File: config.mk
export PLATFORM = sky130hd
export DESIGN_NAME = distributed_mutex_node_flat
export DESIGN_NICKNAME = d
export VERILOG_FILES = /design/src/hw/rtl/dmn_pkg.sv /design/src/hw/rtl/dmn_if.sv /design/src/hw/rtl/dmn_datapath.sv /design/src/hw/rtl/dmn_ctrl.sv /design/src/hw/rtl/distributed_mutex_node.sv /design/src/flat_wrapper.sv
export VERILOG_INCLUDE_DIRS = /design/src /design/src/hw/rtl
export SDC_FILE = /design/constraint.sdc
export NUM_CORES = 1
export LEC_CHECK = 0
export BUFFER_PORTS_ARGS = -buffer_cell sky130_fd_sc_hd__buf_2
export CORE_ASPECT_RATIO = 2
export CORE_MARGIN = 3
export CORE_UTILIZATION = 43
export CTS_CLUSTER_DIAMETER = 80
export DETAILED_ROUTE_END_ITERATION = 10
export SYNTH_ARGS = -nofsm -noshare
export SYNTH_HDL_FRONTEND = slang
export SYNTH_SLANG_ARGS = --single-unit
File: constraint.sdc
create_clock -name clk_i -period 6.4 [get_ports clk_i]
set_clock_uncertainty 0.05 [all_clocks]
set_input_delay 0.64 -clock clk_i [delete_from_list [all_inputs] [get_ports clk_i]]
set_output_delay 0.64 -clock clk_i [all_outputs]
set_load 0.02 [all_outputs]
File: src/hw/rtl/assert_macros.svh
// Assertion macros for the RTL files that carry concurrent checks.
// No dependencies; include by bare file name.
`ifndef ASSERT_MACROS_SVH
`define ASSERT_MACROS_SVH

// Same-cycle implication, disabled while reset is asserted.
`define DMN_ASSERT_IMPL(label, clk, rst_n, ante, cons) \
  label: assert property (@(posedge clk) disable iff (!rst_n) (ante) |-> (cons)) \
    else $error("same-cycle implication violated");

// Next-cycle implication, disabled while reset is asserted.
`define DMN_ASSERT_NEXT(label, clk, rst_n, ante, cons) \
  label: assert property (@(posedge clk) disable iff (!rst_n) (ante) |=> (cons)) \
    else $error("next-cycle implication violated");

`endif

File: src/hw/rtl/dmn_pkg.sv
// Shared types, codes and default sizes for the distributed mutex node.
// No dependencies.
package dmn_pkg;

  localparam int MAX_NODES_DEF   = 16;
  localparam int CLOCK_WIDTH_DEF = 32;

  localparam int ACTION_W  = 3;
  localparam int PEER_W    = 4;
  localparam int STAMP_W   = 32;
  localparam int KIND_W    = 2;
  localparam int MODE_W    = 2;
  localparam int NODE_ID_W = 4;
  localparam int COUNT_W   = 5;
  localparam int CFG_IDX_W = 1;
  localparam int CFG_DATA_W = 5;

  localparam logic [ACTION_W-1:0] ACT_TICK      = 3'd0;
  localparam logic [ACTION_W-1:0] ACT_REQUEST   = 3'd1;
  localparam logic [ACTION_W-1:0] ACT_RELEASE   = 3'd2;
  localparam logic [ACTION_W-1:0] ACT_PEER_REQ  = 3'd3;
  localparam logic [ACTION_W-1:0] ACT_PEER_REP  = 3'd4;

  localparam logic [MODE_W-1:0] MODE_IDLE = 2'd0;
  localparam logic [MODE_W-1:0] MODE_REQ  = 2'd1;
  localparam logic [MODE_W-1:0] MODE_CS   = 2'd2;

  localparam logic [KIND_W-1:0] KIND_NONE = 2'd0;
  localparam logic [KIND_W-1:0] KIND_REQ  = 2'd1;
  localparam logic [KIND_W-1:0] KIND_REP  = 2'd2;

  localparam logic [CFG_IDX_W-1:0] CFG_NODE_ID    = 1'b0;
  localparam logic [CFG_IDX_W-1:0] CFG_NODE_COUNT = 1'b1;

  // Commands from the controller to the datapath.
  typedef struct packed {
    logic apply;
    logic step;
    logic emit_msg;
    logic emit_status;
  } dmn_cmd_t;

  // Status from the datapath to the controller.
  typedef struct packed {
    logic run_left;
    logic hit;
    logic last_hit;
  } dmn_sts_t;

endpackage

File: src/hw/rtl/dmn_if.sv
// Valid/ready channel interfaces for events in and results out.
// Depends on dmn_pkg.
interface dmn_evt_if import dmn_pkg::*; ();
  logic                valid;
  logic                ready;
  logic [ACTION_W-1:0] action;
  logic [PEER_W-1:0]   peer;
  logic [STAMP_W-1:0]  stamp;

  modport source (output valid, action, peer, stamp, input ready);
  modport sink   (input valid, action, peer, stamp, output ready);
endinterface

interface dmn_res_if import dmn_pkg::*; ();
  logic               valid;
  logic               ready;
  logic [KIND_W-1:0]  send_kind;
  logic [PEER_W-1:0]  dest;
  logic [STAMP_W-1:0] stamp_out;
  logic [MODE_W-1:0]  mode;
  logic               last;

  modport source (output valid, send_kind, dest, stamp_out, mode, last, input ready);
  modport sink   (input valid, send_kind, dest, stamp_out, mode, last, output ready);
endinterface

File: src/hw/rtl/dmn_datapath.sv
// Datapath of the mutex node: configuration, protocol state, message scan
// and the output register. Depends on dmn_pkg; driven by dmn_ctrl commands.
module dmn_datapath import dmn_pkg::*; #(
  parameter int MAX_NODES   = MAX_NODES_DEF,
  parameter int CLOCK_WIDTH = CLOCK_WIDTH_DEF
) (
  input  logic                  clk_i,
  input  logic                  rst_ni,
  input  logic                  cfg_we_i,
  input  logic [CFG_IDX_W-1:0]  cfg_idx_i,
  input  logic [CFG_DATA_W-1:0] cfg_data_i,
  input  logic [ACTION_W-1:0]   action_i,
  input  logic [PEER_W-1:0]     peer_i,
  input  logic [STAMP_W-1:0]    stamp_i,
  input  dmn_cmd_t              cmd_i,
  output dmn_sts_t              sts_o,
  output logic [KIND_W-1:0]     send_kind_o,
  output logic [PEER_W-1:0]     dest_o,
  output logic [STAMP_W-1:0]    stamp_out_o,
  output logic [MODE_W-1:0]     mode_o,
  output logic                  last_o
);

  localparam int IdxW = $clog2(MAX_NODES);
  localparam int CntW = ($clog2(MAX_NODES + 1) > COUNT_W) ? $clog2(MAX_NODES + 1) : COUNT_W;

  logic [NODE_ID_W-1:0]   node_id_q;
  logic [COUNT_W-1:0]     node_count_q;

  logic [CLOCK_WIDTH-1:0] clock_q, clock_d;
  logic [CLOCK_WIDTH-1:0] req_stamp_q, req_stamp_d;
  logic [MODE_W-1:0]      mode_q, mode_d;
  logic [IdxW-1:0]        awaited_q, awaited_d;
  logic [MAX_NODES-1:0]   deferred_q, deferred_d;
  logic [MAX_NODES-1:0]   run_mask_q, run_mask_d;
  logic [KIND_W-1:0]      run_kind_q, run_kind_d;
  logic [IdxW-1:0]        idx_q;

  logic [KIND_W-1:0]      kind_q;
  logic [PEER_W-1:0]      dest_q;
  logic [STAMP_W-1:0]     stamp_out_q;
  logic [MODE_W-1:0]      omode_q;
  logic                   last_q;

  logic [CntW-1:0]        n_eff, id_w, pw, nc;
  logic                   outside;
  logic [MAX_NODES-1:0]   peer_mask, peer_oh, idx_oh, rest_mask;
  logic                   peer_ok;
  logic [CLOCK_WIDTH-1:0] s_w, base, sum;
  logic [1:0]             inc;
  logic                   merge, grant;

  // Effective node count and peer set.
  always_comb begin
    logic [CntW-1:0] iw;
    nc = CntW'(node_count_q);
    if (nc == '0) begin
      n_eff = CntW'(1);
    end else if (nc > CntW'(MAX_NODES)) begin
      n_eff = CntW'(MAX_NODES);
    end else begin
      n_eff = nc;
    end
    id_w    = CntW'(node_id_q);
    pw      = CntW'(peer_i);
    outside = (id_w >= n_eff);
    for (int i = 0; i < MAX_NODES; i++) begin
      iw = CntW'(i);
      peer_mask[i] = outside ? (iw < n_eff - CntW'(1)) : ((iw < n_eff) && (iw != id_w));
      peer_oh[i]   = (iw == pw);
      idx_oh[i]    = (IdxW'(i) == idx_q);
    end
    peer_ok = outside ? (pw < n_eff - CntW'(1)) : ((pw < n_eff) && (pw != id_w));
  end

  assign s_w   = CLOCK_WIDTH'(stamp_i);
  assign grant = (mode_q == MODE_IDLE) ||
                 ((mode_q == MODE_REQ) &&
                  ((s_w < req_stamp_q) || ((s_w == req_stamp_q) && (peer_i < node_id_q))));

  // Clock increment for the event; a granted peer request advances twice.
  always_comb begin
    inc   = 2'd0;
    merge = 1'b0;
    unique case (action_i)
      ACT_TICK:     inc = 2'd1;
      ACT_REQUEST:  inc = (mode_q == MODE_IDLE) ? 2'd1 : 2'd0;
      ACT_RELEASE:  inc = (mode_q == MODE_CS) ? 2'd1 : 2'd0;
      ACT_PEER_REQ: begin
        merge = peer_ok;
        inc   = peer_ok ? (grant ? 2'd2 : 2'd1) : 2'd0;
      end
      ACT_PEER_REP: begin
        merge = peer_ok;
        inc   = peer_ok ? 2'd1 : 2'd0;
      end
      default:      inc = 2'd0;
    endcase
  end

  assign base = (merge && (s_w > clock_q)) ? s_w : clock_q;
  assign sum  = base + CLOCK_WIDTH'(inc);

  // Next protocol state and the run of messages to send.
  always_comb begin
    clock_d     = sum;
    req_stamp_d = req_stamp_q;
    mode_d      = mode_q;
    awaited_d   = awaited_q;
    deferred_d  = deferred_q;
    run_mask_d  = '0;
    run_kind_d  = KIND_REQ;
    unique case (action_i)
      ACT_REQUEST: begin
        if (mode_q == MODE_IDLE) begin
          req_stamp_d = sum;
          // Every node but this one is a peer, so n-1 replies are due.
          mode_d      = (n_eff == CntW'(1)) ? MODE_CS : MODE_REQ;
          awaited_d   = IdxW'(n_eff - CntW'(1));
          run_mask_d  = peer_mask;
        end
      end
      ACT_RELEASE: begin
        if (mode_q == MODE_CS) begin
          mode_d     = MODE_IDLE;
          run_mask_d = deferred_q & peer_mask;
          run_kind_d = KIND_REP;
          deferred_d = '0;
        end
      end
      ACT_PEER_REQ: begin
        if (peer_ok) begin
          run_kind_d = KIND_REP;
          if (grant) begin
            run_mask_d = peer_oh;
          end else begin
            deferred_d = deferred_q | peer_oh;
          end
        end
      end
      ACT_PEER_REP: begin
        if (peer_ok && (mode_q == MODE_REQ) && (awaited_q != '0)) begin
          awaited_d = awaited_q - IdxW'(1);
          if (awaited_q == IdxW'(1)) begin
            mode_d = MODE_CS;
          end
        end
      end
      default: begin
      end
    endcase
  end

  assign rest_mask      = run_mask_q & ~idx_oh;
  assign sts_o.run_left = |run_mask_q;
  assign sts_o.hit      = |(run_mask_q & idx_oh);
  assign sts_o.last_hit = ~|rest_mask;

  always_ff @(posedge clk_i or negedge rst_ni) begin
    if (!rst_ni) begin
      node_id_q    <= '0;
      node_count_q <= COUNT_W'(1);
      clock_q      <= '0;
      req_stamp_q  <= '0;
      mode_q       <= MODE_IDLE;
      awaited_q    <= '0;
      deferred_q   <= '0;
      run_mask_q   <= '0;
      run_kind_q   <= KIND_NONE;
      idx_q        <= '0;
    end else begin
      if (cfg_we_i) begin
        unique case (cfg_idx_i)
          CFG_NODE_ID:    node_id_q    <= cfg_data_i[NODE_ID_W-1:0];
          CFG_NODE_COUNT: node_count_q <= cfg_data_i[COUNT_W-1:0];
        endcase
      end
      if (cmd_i.apply) begin
        clock_q     <= clock_d;
        req_stamp_q <= req_stamp_d;
        mode_q      <= mode_d;
        awaited_q   <= awaited_d;
        deferred_q  <= deferred_d;
        run_mask_q  <= run_mask_d;
        run_kind_q  <= run_kind_d;
        idx_q       <= '0;
      end else if (cmd_i.emit_msg) begin
        run_mask_q <= rest_mask;
        idx_q      <= idx_q + IdxW'(1);
      end else if (cmd_i.step) begin
        idx_q <= idx_q + IdxW'(1);
      end
    end
  end

  // Output register; payload needs no reset.
  always_ff @(posedge clk_i) begin
    if (cmd_i.emit_msg) begin
      kind_q      <= run_kind_q;
      dest_q      <= PEER_W'(idx_q);
      stamp_out_q <= STAMP_W'(clock_q);
      omode_q     <= mode_q;
      last_q      <= sts_o.last_hit;
    end else if (cmd_i.emit_status) begin
      kind_q      <= KIND_NONE;
      dest_q      <= '0;
      stamp_out_q <= STAMP_W'(clock_q);
      omode_q     <= mode_q;
      last_q      <= 1'b1;
    end
  end

  assign send_kind_o = kind_q;
  assign dest_o      = dest_q;
  assign stamp_out_o = stamp_out_q;
  assign mode_o      = omode_q;
  assign last_o      = last_q;

endmodule

File: src/hw/rtl/dmn_ctrl.sv
// Controller of the mutex node: event handshake, message scan sequencing
// and the output valid flag. Depends on dmn_pkg; drives dmn_datapath.
module dmn_ctrl import dmn_pkg::*; (
  input  logic     clk_i,
  input  logic     rst_ni,
  input  logic     evt_valid_i,
  output logic     evt_ready_o,
  output logic     res_valid_o,
  input  logic     res_ready_i,
  input  dmn_sts_t sts_i,
  output dmn_cmd_t cmd_o
);

  localparam logic ST_IDLE = 1'b0;
  localparam logic ST_RUN  = 1'b1;

  logic state_q, state_d;
  logic out_valid_q, out_valid_d;
  logic out_free;

  assign out_free = !out_valid_q || res_ready_i;

  always_comb begin
    cmd_o   = '0;
    state_d = state_q;
    unique case (state_q)
      ST_IDLE: begin
        if (evt_valid_i) begin
          cmd_o.apply = 1'b1;
          state_d     = ST_RUN;
        end
      end
      ST_RUN: begin
        // An empty run from the start produces a single status transaction.
        if (!sts_i.run_left) begin
          if (out_free) begin
            cmd_o.emit_status = 1'b1;
            state_d           = ST_IDLE;
          end
        end else if (!sts_i.hit) begin
          cmd_o.step = 1'b1;
        end else if (out_free) begin
          cmd_o.emit_msg = 1'b1;
          if (sts_i.last_hit) begin
            state_d = ST_IDLE;
          end
        end
      end
    endcase
  end

  always_comb begin
    if (cmd_o.emit_msg || cmd_o.emit_status) begin
      out_valid_d = 1'b1;
    end else if (res_ready_i) begin
      out_valid_d = 1'b0;
    end else begin
      out_valid_d = out_valid_q;
    end
  end

  always_ff @(posedge clk_i or negedge rst_ni) begin
    if (!rst_ni) begin
      state_q     <= ST_IDLE;
      out_valid_q <= 1'b0;
    end else begin
      state_q     <= state_d;
      out_valid_q <= out_valid_d;
    end
  end

  assign evt_ready_o = (state_q == ST_IDLE);
  assign res_valid_o = out_valid_q;

endmodule

File: src/hw/rtl/distributed_mutex_node.sv
// Distributed mutual exclusion node, one event at a time.
// An event is applied when accepted; a status-only event then gives one status
// transaction, and an event with messages scans one node index per cycle, stalled
// while an untaken result holds the output register. A new event waits for the scan.
// Reset: asynchronous active low; clock, stamps, mode, counts and deferrals clear,
// node_id resets to 0 and node_count to 1.
module distributed_mutex_node import dmn_pkg::*; #(
  parameter int MAX_NODES   = MAX_NODES_DEF,
  parameter int CLOCK_WIDTH = CLOCK_WIDTH_DEF
) (
  input  logic                  clk_i,
  input  logic                  rst_ni,
  input  logic                  cfg_we_i,
  input  logic [CFG_IDX_W-1:0]  cfg_idx_i,
  input  logic [CFG_DATA_W-1:0] cfg_data_i,
  dmn_evt_if.sink               evt_i,
  dmn_res_if.source             res_o
);

`include "assert_macros.svh"

  dmn_cmd_t           cmd;
  dmn_sts_t           sts;
  logic               evt_ready;
  logic               res_valid;
  logic [KIND_W-1:0]  res_kind;
  logic [PEER_W-1:0]  res_dest;
  logic [STAMP_W-1:0] res_stamp;
  logic [MODE_W-1:0]  res_mode;
  logic               res_last;

  dmn_ctrl u_ctrl (
    .clk_i       (clk_i),
    .rst_ni      (rst_ni),
    .evt_valid_i (evt_i.valid),
    .evt_ready_o (evt_ready),
    .res_valid_o (res_valid),
    .res_ready_i (res_o.ready),
    .sts_i       (sts),
    .cmd_o       (cmd)
  );

  dmn_datapath #(
    .MAX_NODES   (MAX_NODES),
    .CLOCK_WIDTH (CLOCK_WIDTH)
  ) u_datapath (
    .clk_i       (clk_i),
    .rst_ni      (rst_ni),
    .cfg_we_i    (cfg_we_i),
    .cfg_idx_i   (cfg_idx_i),
    .cfg_data_i  (cfg_data_i),
    .action_i    (evt_i.action),
    .peer_i      (evt_i.peer),
    .stamp_i     (evt_i.stamp),
    .cmd_i       (cmd),
    .sts_o       (sts),
    .send_kind_o (res_kind),
    .dest_o      (res_dest),
    .stamp_out_o (res_stamp),
    .mode_o      (res_mode),
    .last_o      (res_last)
  );

  assign evt_i.ready     = evt_ready;
  assign res_o.valid     = res_valid;
  assign res_o.send_kind = res_kind;
  assign res_o.dest      = res_dest;
  assign res_o.stamp_out = res_stamp;
  assign res_o.mode      = res_mode;
  assign res_o.last      = res_last;

  // The output register is never overwritten while it holds an untaken result.
  `DMN_ASSERT_IMPL(a_no_overwrite, clk_i, rst_ni, (cmd.emit_msg || cmd.emit_status), (!res_valid || res_o.ready))
  // After an accepted event the node is busy and not ready in the following cycle.
  `DMN_ASSERT_NEXT(a_busy_after_accept, clk_i, rst_ni, (evt_i.valid && evt_ready), (!evt_ready))
  // While a run is unfinished no new event is taken.
  `DMN_ASSERT_IMPL(a_run_blocks_input, clk_i, rst_ni, (res_valid && !res_last), (!evt_ready))
  // Request messages only go out while the node is requesting.
  `DMN_ASSERT_IMPL(a_req_mode, clk_i, rst_ni, (res_valid && (res_kind == KIND_REQ)), (res_mode == MODE_REQ))

endmodule

File: src/flat_wrapper.sv
// flat-port wrapper written by rule: the top's interface ports become plain ports
module distributed_mutex_node_flat import dmn_pkg::*;
#(
  parameter int MAX_NODES   = MAX_NODES_DEF,
  parameter int CLOCK_WIDTH = CLOCK_WIDTH_DEF
)
  (clk_i, rst_ni, cfg_we_i, cfg_idx_i, cfg_data_i, evt_i_valid, evt_i_action, evt_i_peer, evt_i_stamp, evt_i_ready, res_o_valid, res_o_send_kind, res_o_dest, res_o_stamp_out, res_o_mode, res_o_last, res_o_ready);
  dmn_evt_if evt_i_i ();
  dmn_res_if res_o_i ();
  input  logic clk_i;
  input  logic rst_ni;
  input  logic cfg_we_i;
  input  logic [CFG_IDX_W-1:0] cfg_idx_i;
  input  logic [CFG_DATA_W-1:0] cfg_data_i;
  input wire logic [$bits(evt_i_i.valid)-1:0] evt_i_valid;
  input wire logic [$bits(evt_i_i.action)-1:0] evt_i_action;
  input wire logic [$bits(evt_i_i.peer)-1:0] evt_i_peer;
  input wire logic [$bits(evt_i_i.stamp)-1:0] evt_i_stamp;
  output wire logic [$bits(evt_i_i.ready)-1:0] evt_i_ready;
  output wire logic [$bits(res_o_i.valid)-1:0] res_o_valid;
  output wire logic [$bits(res_o_i.send_kind)-1:0] res_o_send_kind;
  output wire logic [$bits(res_o_i.dest)-1:0] res_o_dest;
  output wire logic [$bits(res_o_i.stamp_out)-1:0] res_o_stamp_out;
  output wire logic [$bits(res_o_i.mode)-1:0] res_o_mode;
  output wire logic [$bits(res_o_i.last)-1:0] res_o_last;
  input wire logic [$bits(res_o_i.ready)-1:0] res_o_ready;
  assign evt_i_i.valid = evt_i_valid;
  assign evt_i_i.action = evt_i_action;
  assign evt_i_i.peer = evt_i_peer;
  assign evt_i_i.stamp = evt_i_stamp;
  assign evt_i_ready = evt_i_i.ready;
  assign res_o_valid = res_o_i.valid;
  assign res_o_send_kind = res_o_i.send_kind;
  assign res_o_dest = res_o_i.dest;
  assign res_o_stamp_out = res_o_i.stamp_out;
  assign res_o_mode = res_o_i.mode;
  assign res_o_last = res_o_i.last;
  assign res_o_i.ready = res_o_ready;
  distributed_mutex_node #(.MAX_NODES(MAX_NODES), .CLOCK_WIDTH(CLOCK_WIDTH)) u_core (.clk_i(clk_i), .rst_ni(rst_ni), .cfg_we_i(cfg_we_i), .cfg_idx_i(cfg_idx_i), .cfg_data_i(cfg_data_i), .evt_i(evt_i_i), .res_o(res_o_i));
endmodule
# Word level (Yosys, flattened, before mapping)
# Index checks and enable logic that the tools add are counted.
dict set report classes {
  add_sub_neg 4
  bitwise_logic 7
  reduce_logical 52
  n_mux 79
  magnitude_cmp 39
  n_eq_ne 61
}
# op count
set ops {}
lappend ops {{$mux W16} 9}
lappend ops {{$mux W32} 3}
lappend ops {{$lt A4 B5 Y1 const A} 16}
lappend ops {{$eq A4 B4 Y1 const A} 16}
lappend ops {{$and A16 B16 Y16} 3}
lappend ops {{$pmux W16 S3} 1}
lappend ops {{$reduce_or A16 Y1} 3}
lappend ops {{$lt A3 B5 Y1 const A} 8}
lappend ops {{$mux W1} 36}
lappend ops {{$add A32 B2 Y32} 1}
lappend ops {{$eq A3 B4 Y1 const A} 8}
lappend ops {{$eq A32 B32 Y1} 1}
lappend ops {{$gt A32 B32 Y1} 1}
lappend ops {{$lt A32 B32 Y1} 1}
lappend ops {{$ne A4 B4 Y1 const A} 8}
lappend ops {{$pmux W16 S2} 1}
lappend ops {{$mux W2} 14}
lappend ops {{$mux W4} 7}
lappend ops {{$logic_and A1 B1 Y1} 22}
lappend ops {{$lt A1 B5 Y1 const A} 4}
lappend ops {{$lt A2 B5 Y1 const A} 4}
lappend ops {{$eq A2 B4 Y1 const A} 4}
lappend ops {{$ne A3 B4 Y1 const A} 4}
lappend ops {{$not A16 Y16} 1}
lappend ops {{other kinds (43)} 66}
dict set report totals {
  output_inout_bits 43
  in_bits 50
  reg_bits 160
  wordCells 259
}

# Depth between registers and ports, before layout
dict set report depth {
  word_depth 10
  ltp_mapped 31
  depth_no_buf 27
}

# Hierarchy
# From an unflattened synthesis, not the netlist that was laid out.
dict set report unflattened {
  hier_cells 1308
  hier_area_um2 11451.0
}
# module area_per_inst_um2 instances seq_area_each_um2 cells_each
set by_module_without_submodules {}
lappend by_module_without_submodules {dmn_datapath 11325.9 1 4160.2 1293}
lappend by_module_without_submodules {dmn_ctrl 125.1 1 50.0 15}

# Worst setup path before layout
# No wires, ideal clock.
dict set report synth_path {
  path_kind {register to register}
  start {register u_core.u_datapath.node_count_q[0] (netlist: u_core.u_datapath.nc[0])}
  end {register u_core.u_datapath.clock_q[24]}
  stages_incl_launch_ff 31
  setup_time_ns 0.121
  synth_period_minus_slack_ns 6.099
  required_ns 6.229
  arrival_ns 5.928
  path_buffers 5
  slack_ns 0.301
  cell_sequence {dfstp_2 -> buf_2 -> nor2_1 -> nor2_2 -> inv_2 -> ha_1 -> xnor2_1 -> inv_1 -> ha_1 -> or3_1 -> o21ai_0 -> a21oi_1 -> maj3_2 -> a32o_1 -> or2_1 -> buf_2 -> buf_4 -> buf_2 -> o21ai_0 -> ha_1 -> fa_1 -> clkbuf_1 -> nand3_1 -> nor3_1 -> nand2_1 -> nor3_1 -> nand2_1 -> xor2_1 -> nand2_1 -> a21boi_0 -> o22a_1}
}
dict set report synth_via {
  elab_chain_len 10
  word_cells_on_any_way 17
  classes_between {add/sub: 2; order compare: 4; mux: 8; reduce/logical: 3}
}
# element line_no
set synth_rtl {}
lappend synth_rtl {{start, declared} dmn_datapath.sv:28} ;# logic [COUNT_W-1:0] node_count_q;
lappend synth_rtl {{start signal, assigned} dmn_datapath.sv:175} ;# CFG_NODE_COUNT: node_count_q <= cfg_data_i[COUNT_W-1:0];
lappend synth_rtl {{$gt A5 B5 Y1} dmn_datapath.sv:59} ;# end else if (nc > CntW'(MAX_NODES)) begin
lappend synth_rtl {{$mux W5} dmn_datapath.sv:59}
lappend synth_rtl {{$mux W5 (*)} dmn_datapath.sv:57} ;# if (nc == '0) begin
lappend synth_rtl {{$sub A5 B1 Y5 / $lt A4 B5 Y1 (equally long branches)} -}
lappend synth_rtl {{$lt A4 B5 Y1 / $logic_and A1 B1 Y1 (equally long branches)} dmn_datapath.sv:73} ;# peer_ok = outside ? (pw < n_eff - CntW'(1)) : ((pw < n_eff) && (pw != id_w));
lappend synth_rtl {{$mux W1 (*)} dmn_datapath.sv:73}
lappend synth_rtl {{parallel branches: the longest is 3 deep, another holds $pmux W2 S5} -}
lappend synth_rtl {{$add A32 B2 Y32 (*)} dmn_datapath.sv:102} ;# assign sum = base + CLOCK_WIDTH'(inc);
lappend synth_rtl {{end signal, assigned} dmn_datapath.sv:179} ;# clock_q <= clock_d;
lappend synth_rtl {{end, declared} dmn_datapath.sv:30} ;# logic [CLOCK_WIDTH-1:0] clock_q, clock_d;
# Every way passes the cells marked *.
# A chain may end at the register's enable or synchronous reset.

# Worst setup path in the final report
# Ends and elaborated chain as after synthesis.

==> results.txt <==
Status: complete, no violations
MaxCap Viol Count: 0
# Post-CTS Setup Buffers: 0
Vias in the first global route: 10,700
Hold WS: 0.205 ns
Net Sw Frac: 0.427
Residual DRC: 0
Pre-Repair DR Iteration Count: 5
Total wire length: 38,100 um
Clock latency on the worst-skew pair: 0.45 ns
Die area: 28,300 um^2
#FFs+latches synth: 160
Post-route ant nets: 0
Most frequent CP cell: nand2_1
Max incr delay on CP: 0.62 ns
CP endpoint kind: flop
Kind of critical path: flop to flop
Rows: 83
Final Cycle Share: 0.928
Area contributors post-synth: dfrtp_1 (26%), edfxtp_1 (11%), ha_1 (9.6%)
Global-route wire length before repair: 58,500 um
Remaining global-route overflow: 0
Pint: 2.79 mW
Arrival @ worst endpoint: 6.23 ns
Fin crit period: 5.94 ns
Post-synth cell types: 79
Clock tree root buffer cell: clkbuf_16
Synth Cell Area: 11,300 um^2
Post-detail-place hpwl: 28,700 um
Post-DR wirelength/cell: 21.4 um
IO Pins: 93
FF+latch area: 4210 um^2
Fmax: 168 MHz
Initial DRC Count: 823
Hold Violations, Final: 0
Layout Utilization: 0.496
Relative slew slack: 0.0791
Yosys warning count: 0
GPL Wtd Cong: 0.956
Clk pwr share: 0.221
GRT Util Overall: 0.268
Worst Max-Slew Pin Slew: 1.35 ns
Antenna violations before repair: 1
Footprint of the multi-input gates: 6520 um^2
Fraction of final layout cells with drive strength greater than 1: 0.127
Die W: 121 um
Post-layout net count: 1,567
Critical-path top delay cell: dfstp_2
Overall power: 4.87 mW
Worst hold path type: input port to async pin
Die height: 235 um
Largest net degree at the start of global routing: 68
Net Switching: 2.08 mW
Slew Limit Fails: 0
Post-synth top area cell: dfrtp_1
CP Launch Type: flop
Avg Cell Area, Syn: 8.37 um^2
Primary FF master, synth: dfrtp_1
Vias: 10,800
CTS Buffer Depth: 2
WP data required: 6.69 ns
Leakage power: 5.23 nW
Initial core utilization: 0.438
Fill count: 2,629
Worst VDD drop: 0.217 mV
EDFF count, synth: 41
Top cells by count, synth: nand2_1 (173), o21ai_0 (120), dfrtp_1 (118), nor2_1 (100), a21oi_1 (94)
Clock transition at path regs: 0.07 ns
CTS buffer count: 17
Htree depth: 4
Gate count of the mapped netlist: 1,348
RSZ-0062 raised after global routing: false
Reg power frac: 0.368
Post-synth top area share: 0.262
Count leader, synth: nand2_1
CP max FO: 67
Core Box Area: 25,800 um^2
Area grow syn2layout: 13.3%
Setup TNS: 0 ns
Clock sinks: 160
Async set-reset flop share out of synthesis: 0.744
Logic pwr share: 0.412
Final setup violation count: 0
Final non-filler cell total: 1,783
PortBufs: 92
Syn_nets: 1,486
Post-placement cell count: 1,750
Via/cell ratio: 6.06
CTS tree: built
Power Density: 381 nW/um^2
Sequential area share after synthesis: 0.373
## cell families after synthesis
| kind of cell | synth area share |
|---|---|
| AOI/OAI and AO/OA | 0.202 |
| buffers and inverters | 0.0523 |
| adders and majority gates | 0.0993 |
| and+or+nand+nor | 0.212 |
| xor gates and xnor gates | 0.0396 |
| DFF | 0.373 |
| muxes | 0.0215 |
## repair_timing
item	in CTS	in global routing
hold buffers	0	0
setup endpoints to repair	0	12
resized for setup	0	4
## power groups by stage
stage / registers (mW) / logic, mW / clock network [mW]
after floorplan: 1.85 / 1.24 / 0
after global placement: 1.80 / 1.97 / 0
after detailed placement: 1.81 / 2.00 / 0
after CTS: 1.79 / 2.01 / 1.10
after global routing: 1.84 / 2.23 / 1.14
final: 1.79 / 2.00 / 1.07
## through the flow
step | setup slack (ns) | cell area (um^2)
2_1_floorplan | 0.301 | 11300
3_3_place_gp | 0.461 | 12100
3_5_place_dp | 0.298 | 12100
4_1_cts | 0.214 | 12800
5_1_grt | 0.0419 | 12800
6_report | 0.462 | 12800
## critical path: cells and delay by family, from the launching register on
kind	cells	cell delay, ns
flip-flops	1	0.62
AO/OA/AOI/OAI	6	0.91
adder cells (fa/ha/maj)	5	1.44
AND/OR/NAND/NOR	11	1.72
XOR/XNOR	2	0.35
buffers and inverters	4	0.73
## worst paths after layout
kind,from,end,slack [ns],cells after the start
hold reg to reg,u_core.u_datapath.req_stamp_q[16],u_core.u_datapath.req_stamp_q[16],0.43,2
min in group clk_i,cfg_data_i[1],u_core.u_datapath.node_id_q[1],0.35,3
max in group asynchronous,rst_ni,u_core.u_datapath.clock_q[28],4.69,2
setup / recovery,u_core.u_datapath.nc[0],u_core.u_datapath.clock_q[24],0.46,28
setup reg to reg,u_core.u_datapath.nc[0],u_core.u_datapath.clock_q[24],0.46,28
hold / removal,rst_ni,u_core.u_datapath.node_id_q[3],0.20,1
## layer usage
layer	track usage	share of wire	up-vias
met2	0.491	0.54	426
met3	0.0397	0.041	153
met1	0.272	0.34	5165
met5	0	0	-
met4	0.185	0.075	0
li1	-	-	5069
## area by class of cell
class | instances | area share
clock inverter | 15 | 0.0142
inverter | 88 | 0.0258
timing repair buffer | 121 | 0.0533
tap | 340 | 0.0333
antenna | 1 | 0.000196
clock buffer | 17 | 0.0333
sequential | 160 | 0.329
multi-input combinational | 1041 | 0.510
## state kept, by name, summed over array words and instances, names as in the netlist
signal and count:
u_core.u_datapath.clock_q 32, u_core.u_datapath.req_stamp_q 32, u_core.u_datapath.stamp_out_o 32, u_core.u_datapath.deferred_q 16, u_core.u_datapath.run_mask_q 16, u_core.u_datapath.nc 5
u_core.u_datapath.awaited_q 4, u_core.u_datapath.dest_o 4, u_core.u_datapath.idx_q 4, u_core.u_datapath.node_id_q 4, u_core.u_datapath.mode_o 2, u_core.u_datapath.mode_q 2
u_core.u_datapath.run_kind_q 2, u_core.u_datapath.send_kind_o 2, u_core.u_ctrl.res_valid_o 1, u_core.u_ctrl.state_q 1, u_core.u_datapath.last_o 1
## layout by cell type, fill, tap and decap left out, types with 17 or more instances in the layout
cell / Yosys / final
a21oi_1: 94 / 94
a31oi_1: 24 / 24
buf_2: 7 / 91
buf_4: 4 / 30
clkbuf_16: 0 / 17
dfrtp_1: 118 / 118
edfxtp_1: 41 / 41
ha_1: 87 / 87
inv_1: 85 / 84
nand2_1: 173 / 171
nand3_1: 66 / 66
nand4_1: 31 / 31
nor2_1: 100 / 99
nor3_1: 37 / 35
nor4_1: 18 / 18
o21ai_0: 120 / 120
xnor2_1: 33 / 33
xor2_1: 18 / 18
Power figures use the tool's default switching activity.
